$ cat src/hdl/ctxrans_pkg.sv
// Shared constants and types for the context-adaptive binary rANS decoder.
// No dependencies.
`timescale 1ns / 1ps

package ctxrans_pkg;

  localparam int CONTEXTS  = 16;
  localparam int CTX_AW    = $clog2(CONTEXTS);
  localparam int CTX_W     = 4;
  localparam int PROB_W    = 12;
  localparam int STATE_W   = 32;
  localparam int SCALE_W   = 14;

  localparam logic [CTX_W-1:0]   FIXED_CTX  = 4'd15;
  localparam logic [PROB_W-1:0]  PROB_HALF  = 12'd2048;
  localparam logic [PROB_W-1:0]  PROB_MIN   = 12'd63;
  localparam logic [PROB_W-1:0]  PROB_MAX   = 12'd4033;

  // request codes
  localparam logic REQ_BYTE = 1'b0;
  localparam logic REQ_BIN  = 1'b1;

  typedef struct packed {
    logic               bit_val;
    logic               need_byte;
    logic [STATE_W-1:0] state;
    logic [PROB_W-1:0]  p_next;
  } bin_result_t;

endpackage

$ cat src/hdl/ctxrans_bin_unit.sv
// Arithmetic of one binary rANS bin: split, state update, probability adaptation.
// Depends on ctxrans_pkg.
`timescale 1ns / 1ps

module ctxrans_bin_unit
  import ctxrans_pkg::*;
(
  input  logic [STATE_W-1:0] state,
  input  logic [PROB_W-1:0]  prob,
  input  logic               adaptive,
  output bin_result_t        result
);

  logic [SCALE_W-1:0]   freq1;
  logic [SCALE_W:0]     freq0;
  logic [SCALE_W-1:0]   cum;
  logic [17:0]          hi;
  logic                 bit_val;
  logic [32:0]          prod0;
  logic [32:0]          prod1;
  logic [SCALE_W-1:0]   cum_off;
  logic [STATE_W-1:0]   state_new;
  logic [PROB_W:0]      up_gap;
  logic [PROB_W-1:0]    p_eff;

  always_comb begin
    p_eff   = adaptive ? prob : PROB_HALF;
    freq1   = {p_eff, 2'b00};
    freq0   = 15'd16384 - {1'b0, freq1};
    cum     = state[SCALE_W-1:0];
    hi      = state[STATE_W-1:SCALE_W];
    bit_val = ({1'b0, cum} >= freq0);
    prod0   = 33'(freq0) * 33'(hi);
    prod1   = 33'(freq1) * 33'(hi);
    cum_off = SCALE_W'({1'b0, cum} - freq0);
    if (bit_val) begin
      state_new = prod1[STATE_W-1:0] + STATE_W'(cum_off);
    end else begin
      state_new = prod0[STATE_W-1:0] + STATE_W'(cum);
    end
    up_gap = 13'd4096 - {1'b0, p_eff};

    result.bit_val   = bit_val;
    result.state     = state_new;
    result.need_byte = (state_new[STATE_W-1:23] == '0);
    if (bit_val) begin
      result.p_next = p_eff + PROB_W'(up_gap >> 6);
    end else begin
      result.p_next = p_eff - (p_eff >> 6);
    end
  end

endmodule

$ cat src/hdl/context_adaptive_binary_rans_decoder_top.sv
// Top level of the context-adaptive binary rANS decoder: request pipeline,
// probability table memory, coder state and result register.
// Depends on ctxrans_pkg and ctxrans_bin_unit.
`timescale 1ns / 1ps

// Channel   Direction  Handshake               Payload
// request   in         in_valid / in_ready     req_type, stream_byte, context_req
// result    out        out_valid / out_ready   decoded_bit, need_byte
//
// One request per cycle sustained, bytes and bins alike, while no bin is held
// by an unclaimed result. The request edge issues the table read; the next
// cycle runs the bin (one multiply and add on the coder state) and writes the
// adapted probability back, loading the bin's result into the output register.
// Reset clears the coder state, byte count and table valid bits; an unwritten
// entry reads as half probability. No clearing pass.
// An unclaimed result holds a bin in the stage, and the input with it; a byte
// request in the stage moves on regardless.

module context_adaptive_binary_rans_decoder_top
  import ctxrans_pkg::*;
(
  input  logic             clk,
  input  logic             rst,
  input  logic             in_valid,
  output logic             in_ready,
  input  logic             req_type,
  input  logic [7:0]       stream_byte,
  input  logic [CTX_W-1:0] context_req,
  output logic             out_valid,
  input  logic             out_ready,
  output logic             decoded_bit,
  output logic             need_byte
);

  // probability table
  logic [PROB_W-1:0] prob_mem [CONTEXTS];
  logic [CONTEXTS-1:0] prob_ok;      // entry written since reset
  logic [PROB_W-1:0] prob_rdata;
  logic              mem_we;
  logic [CTX_AW-1:0] mem_waddr;

  // forwarding of a write that lands on the edge of the read
  logic              fwd;
  logic [PROB_W-1:0] fwd_p;

  // bin / byte stage
  logic              s1_valid;
  logic              s1_type;
  logic [7:0]        s1_byte;
  logic [CTX_W-1:0]  s1_ctx;
  logic              s1_adaptive;
  logic              s1_advance;
  logic [PROB_W-1:0] s1_prob;

  logic [STATE_W-1:0] coder_state;
  logic [2:0]         init_cnt;
  logic [STATE_W-1:0] byte_state;

  bin_result_t bin_res;
  logic        in_fire;
  logic        in_adaptive;

  assign in_fire     = in_valid && in_ready;
  assign in_adaptive = (context_req != FIXED_CTX) && (32'(context_req) < CONTEXTS);

  // a bin waits while a previous result is still unclaimed
  assign s1_advance = s1_valid && ((s1_type == REQ_BYTE) || !out_valid || out_ready);
  assign in_ready   = !s1_valid || s1_advance;

  assign mem_we    = s1_advance && (s1_type == REQ_BIN) && s1_adaptive;
  assign mem_waddr = CTX_AW'(s1_ctx);

  // forwarded value wins, then written entries, else reset value
  always_comb begin
    if (fwd) begin
      s1_prob = fwd_p;
    end else if (prob_ok[CTX_AW'(s1_ctx)]) begin
      s1_prob = prob_rdata;
    end else begin
      s1_prob = PROB_HALF;
    end
  end

  ctxrans_bin_unit u_bin (
    .state    (coder_state),
    .prob     (s1_prob),
    .adaptive (s1_adaptive),
    .result   (bin_res)
  );

  // byte load: first four fill LSB first, later ones shift in
  always_comb begin
    byte_state = coder_state;
    case (init_cnt)
      3'd0:    byte_state = coder_state | STATE_W'(s1_byte);
      3'd1:    byte_state = coder_state | (STATE_W'(s1_byte) << 8);
      3'd2:    byte_state = coder_state | (STATE_W'(s1_byte) << 16);
      3'd3:    byte_state = coder_state | (STATE_W'(s1_byte) << 24);
      default: byte_state = {coder_state[STATE_W-9:0], s1_byte};
    endcase
  end

  // table memory: one read port, one write port
  always_ff @(posedge clk) begin
    if (mem_we) begin
      prob_mem[mem_waddr] <= bin_res.p_next;
    end
    if (in_fire) begin
      prob_rdata <= prob_mem[CTX_AW'(context_req)];
      fwd        <= mem_we && (mem_waddr == CTX_AW'(context_req));
      fwd_p      <= bin_res.p_next;
    end
  end

  always_ff @(posedge clk) begin
    if (rst) begin
      prob_ok <= '0;
    end else if (mem_we) begin
      prob_ok[mem_waddr] <= 1'b1;
    end
  end

  // request stage
  always_ff @(posedge clk) begin
    if (rst) begin
      s1_valid <= 1'b0;
    end else if (in_ready) begin
      s1_valid <= in_valid;
    end
  end

  always_ff @(posedge clk) begin
    if (in_fire) begin
      s1_type     <= req_type;
      s1_byte     <= stream_byte;
      s1_ctx      <= context_req;
      s1_adaptive <= in_adaptive;
    end
  end

  // coder state and init byte count
  always_ff @(posedge clk) begin
    if (rst) begin
      coder_state <= '0;
      init_cnt    <= '0;
    end else if (s1_advance) begin
      if (s1_type == REQ_BYTE) begin
        coder_state <= byte_state;
        if (init_cnt < 3'd4) begin
          init_cnt <= init_cnt + 3'd1;
        end
      end else begin
        coder_state <= bin_res.state;
      end
    end
  end

  // result register
  always_ff @(posedge clk) begin
    if (rst) begin
      out_valid <= 1'b0;
    end else if (s1_advance && (s1_type == REQ_BIN)) begin
      out_valid <= 1'b1;
    end else if (out_ready) begin
      out_valid <= 1'b0;
    end
  end

  always_ff @(posedge clk) begin
    if (s1_advance && (s1_type == REQ_BIN)) begin
      decoded_bit <= bin_res.bit_val;
      need_byte   <= bin_res.need_byte;
    end
  end

  // ---------------------------------------------------------------------
  // assertions

  a_init_cnt_range: assert property (@(posedge clk) disable iff (rst)
    init_cnt <= 3'd4)
    else $error("init byte count beyond four");

  a_prob_range: assert property (@(posedge clk) disable iff (rst)
    (s1_valid && (s1_type == REQ_BIN) && s1_adaptive)
      |-> (s1_prob >= PROB_MIN) && (s1_prob <= PROB_MAX))
    else $error("adaptive probability out of range, forwarding slip");

  a_bin_gives_result: assert property (@(posedge clk) disable iff (rst)
    (s1_advance && (s1_type == REQ_BIN)) |=> out_valid)
    else $error("bin left the stage without a result");

  a_no_overwrite: assert property (@(posedge clk) disable iff (rst)
    (out_valid && !out_ready) |-> !(s1_advance && (s1_type == REQ_BIN)))
    else $error("unclaimed result overwritten");

endmodule
$ cat config.mk
export PLATFORM = sky130hd
export DESIGN_NAME = context_adaptive_binary_rans_decoder_top
export DESIGN_NICKNAME = d
export VERILOG_FILES = /design/src/hdl/ctxrans_pkg.sv /design/src/hdl/ctxrans_bin_unit.sv /design/src/hdl/context_adaptive_binary_rans_decoder_top.sv
export SDC_FILE = /design/constraint.sdc
export NUM_CORES = 2
export LEC_CHECK = 0
export BUFFER_PORTS_ARGS = -buffer_cell sky130_fd_sc_hd__buf_2
export CORE_ASPECT_RATIO = 0.5
export CORE_MARGIN = 2
export CORE_UTILIZATION = 45
export CTS_CLUSTER_DIAMETER = 50
export DETAILED_ROUTE_END_ITERATION = 10
export PLACE_DENSITY = 0.68
export SYNTH_ARGS = -nofsm -noshare
export SYNTH_HDL_FRONTEND = slang
export SYNTH_SLANG_ARGS = --single-unit
$ cat constraint.sdc
create_clock -name clk -period 14.4 [get_ports clk]
set_input_delay 0.72 -clock clk [delete_from_list [all_inputs] [get_ports clk]]
set_output_delay 0.72 -clock clk [all_outputs]
set_load 0.01 [all_outputs]
==> flow_metrics.tcl <==
set metrics [dict create \
    ios 21 \
    avgSynthCellArea_um2 10.2 \
    wl_met3_um 5790 \
    drtIter0Drc 1852 \
    die_h_um 183 \
    die_w_um 361 \
    whs_ns 0.328 \
    finalNetCount 3357 \
    ys_types 72 \
    die-area_um2 65900 \
    grt_max_degree 55 \
    crit_path_start_kind "flop" \
    synth_edf_count 233 \
    worst_path_max_delay_cell "edfxtp_1" \
    maxSlewViolCount 0 \
    gp_congestion 0.937 \
    synthArstFlopShare_pct 0 \
    coreArea_um2 63000 \
    cts.sinks 286 \
    ys.warnings.count 0 \
    ys_seq_area_share_pct 28.1 \
    critPathMostFrequentCell "fa_1" \
    grt_pass1_vias 21100 \
    place_hpwl_um 53400 \
    layout-drive-gt1-share_pct 7.62 \
    hold_path.class "input pin to flop" \
    rr_worst_depth 32 \
    power_w 0.00248 \
    yosys-top-cells-count "429 x inv_1, 377 x nand2_1, 347 x fa_1, 233 x edfxtp_1, 216 x ha_1" \
    synthCells 2821 \
    rr_endpoint "need_byte" \
    clkSlewWorstSetupHoldPaths_ns 0.07 \
    intPower_w 0.00163 \
    synth_top_cell_by_area "edfxtp_1" \
    drt-met1-wl_um 31700 \
    cp.arrival_ns 10.79 \
    grt_pass1_wl_um 118000 \
    hold_depth 1 \
    vdd_drop_max_uv 80.9 \
    rsz0062_at_grt "no" \
    wl_per_cell_um 20.3 \
    track_usage_pct 22.9 \
    hp-start "stream_byte[3]" \
    pwr_density_cell_nw_per_um2 80.9 \
    grt.overflow.total 0 \
    drcViolationCount 0 \
    layout_min_cycle_time_ns 10.36 \
    status "complete, no violations" \
    n_antenna_cell 0 \
    antenna_found_initial 0 \
    cp-end-kind "flop" \
    worstMarginPinSlew_ns 1.31 \
    wirelength_um 73700 \
    p_sw_share_pct 34.5 \
    finalClockSkew_ns 0.0156 \
    clk_latency_ns 0.56 \
    cts_max_path_buffers 3 \
    cts_setup_buffers 0 \
    p_switching_w 0.000855 \
    port_buffers 20 \
    numCtsBuffers 26 \
    h-tree-depth 1 \
    viasPerCell 5.63 \
    crit_path_max_incr_delay_ns 0.78 \
    yosysMostFrequentCell "inv_1" \
    clkPwrFrac_pct 27.3 \
    slew-limit-headroom_pct 11.7 \
    synth_top_area_share_pct 24.4 \
    cp.required_ns 14.83 \
    combPwrFrac_pct 31.2 \
    synth_area_um2 28700 \
    ant_nets 0 \
    synth_fp_nets 3401 \
    firstDrtPassIters 5 \
    p_seq_share_pct 41.5 \
    syn2layout_area_growth_pct 6.84 \
    cts_root_buf "clkbuf_16" \
    hold_viol 0 \
    placementRows 65 \
    fillCellCount 5632 \
    initial_utilization_pct 45.5 \
    ys.flop_type "edfxtp_1" \
    r2r_start "mem_waddr[2]" \
    top_layer_used "met4" \
    worstSetupPathType "flop to flop" \
    synth-seq-cells 286 \
    synth_area_leaders "edfxtp_1 24%, fa_1 24%, ha_1 9.4%" \
    finalSetupViolCount 0 \
    critPathMaxFanout 22 \
    maxCapViolCount 0 \
    p_leak_nw 13.7 \
    dr_wl_met2_um 34600 \
    post-route-period-util_pct 72.0 \
    worstHoldEndpoint "s1_byte[3]" \
    ctsResizeCount 0 \
    num_vias 20400 \
    fmax_mhz 96.5 \
    holdBufCountCts 0 \
    fin_setup_tns_ns 0 \
    cts_tree "yes" \
    reg2reg_slack_ns 4.04 \
]
## registers in the layout, indices dropped and copies added (netlist names)
signal	flops
coder_state	32
s1_byte	8
prob_mem	192
init_cnt	3
fwd_p	12
need_byte	1
out_valid	1
decoded_bit	1
mem_waddr	4
s1_type	1
s1_valid	1
prob_rdata	12
s1_adaptive	1
prob_ok	16
fwd	1
## power groups by stage
stage	Clock (W)	Combinational [W]	Sequential (W)
floorplan	0	0.000511	0.00103
global placement	0	0.000744	0.00105
detailed placement	0	0.000761	0.00105
CTS	0.000684	0.000767	0.00103
global route	0.000720	0.000848	0.00103
finish	0.000678	0.000773	0.00103
## cell type report
cell class	count	area (um2)	area share [%]
clock buffer	29	672	2.19
clock inverter	16	158	0.514
inverter	430	1610	5.26
multi-input combinational	1952	18600	60.5
sequential	286	8060	26.3
tap	837	1050	3.42
timing repair buffer	81	561	1.83
## cell families (layout without fill, tap and decap cells)
family                   after synthesis  after routing  synth area share (%)
AO/OA/AOI/OAI                        387            387                  8.62
XOR/XNOR                             111            111                  3.39
adder cells (fa/ha/maj)              563            563                  33.6
buffers and inverters                583            556                  7.70
flip-flops                           286            286                  28.1
multiplexers                          75             75                  5.45
AND/OR/NAND/NOR                      816            816                  13.1
## per-layer routing
layer / track usage, % / up-vias
li1: - / 9213
met1: 31.9 / 10300
met2: 38.1 / 775
met3: 3.27 / 118
met4: 5.09 / 0
met5: 0 / -
## critical path: cells and delay by family (launching register included)
family / cells / cell delay [ns]
adders and majority gates: 7 / 3.37
and+or+nand+nor: 8 / 1.86
AOI/OAI and AO/OA: 7 / 1.84
muxes: 2 / 1.22
DFF: 1 / 0.78
buffers and inverters: 5 / 0.69
xor gates and xnor gates: 3 / 0.46
## stage by stage
| stage | instances | worst slack [ns] | util (%) | cell area, um2 |
|---|---|---|---|---|
| 2_1_floorplan | 2821 | 5.46 | - | 28700 |
| 3_3_place_gp | 3586 | 4.29 | 47.3 | 29800 |
| 3_5_place_dp | 3586 | 4.13 | 47.3 | 29800 |
| 4_1_cts | 3631 | 4.07 | 48.6 | 30700 |
| 5_1_grt | 3631 | 3.55 | 48.6 | 30700 |
| 6_report | 3631 | 4.04 | 48.6 | 30700 |
## worst max path at each step
| stage | end | slack, ns | startpoint | depth (start not counted) |
|---|---|---|---|---|
| floorplan | need_byte | 5.46 | mem_waddr[2] | 34 |
| global placement | need_byte | 4.29 | mem_waddr[2] | 32 |
| detailed placement | need_byte | 4.13 | mem_waddr[2] | 32 |
| CTS | need_byte | 4.07 | mem_waddr[2] | 32 |
| global route | need_byte | 3.55 | mem_waddr[2] | 32 |
| finish | need_byte | 4.04 | mem_waddr[2] | 32 |
## placed cells by master (no fill, tap or decap), types with 6 or more instances in the layout
cell type  instances
or3_1             11
a211o_1            7
clkbuf_16         26
nand2_1          377
nor2b_1            8
nor4_1             6
dfxtp_1           53
mux4_2            65
o21a_1             8
clkinv_2           6
edfxtp_1         233
nor3_1            22
o21bai_1          12
nor2_1           151
o21ai_0           87
o211ai_1          16
and3_1            12
buf_2             19
mux2i_1           10
a21o_1            25
a31oi_1            9
inv_1            429
nand4_1           12
a21oi_1          111
o21ai_1            6
fa_1             347
a211oi_1          50
nand2b_1          16
and2_1           149
ha_1             216
xnor2_1           64
buf_4             62
nand3_1           21
xor2_1            42
(Power assumes the default switching activity.)
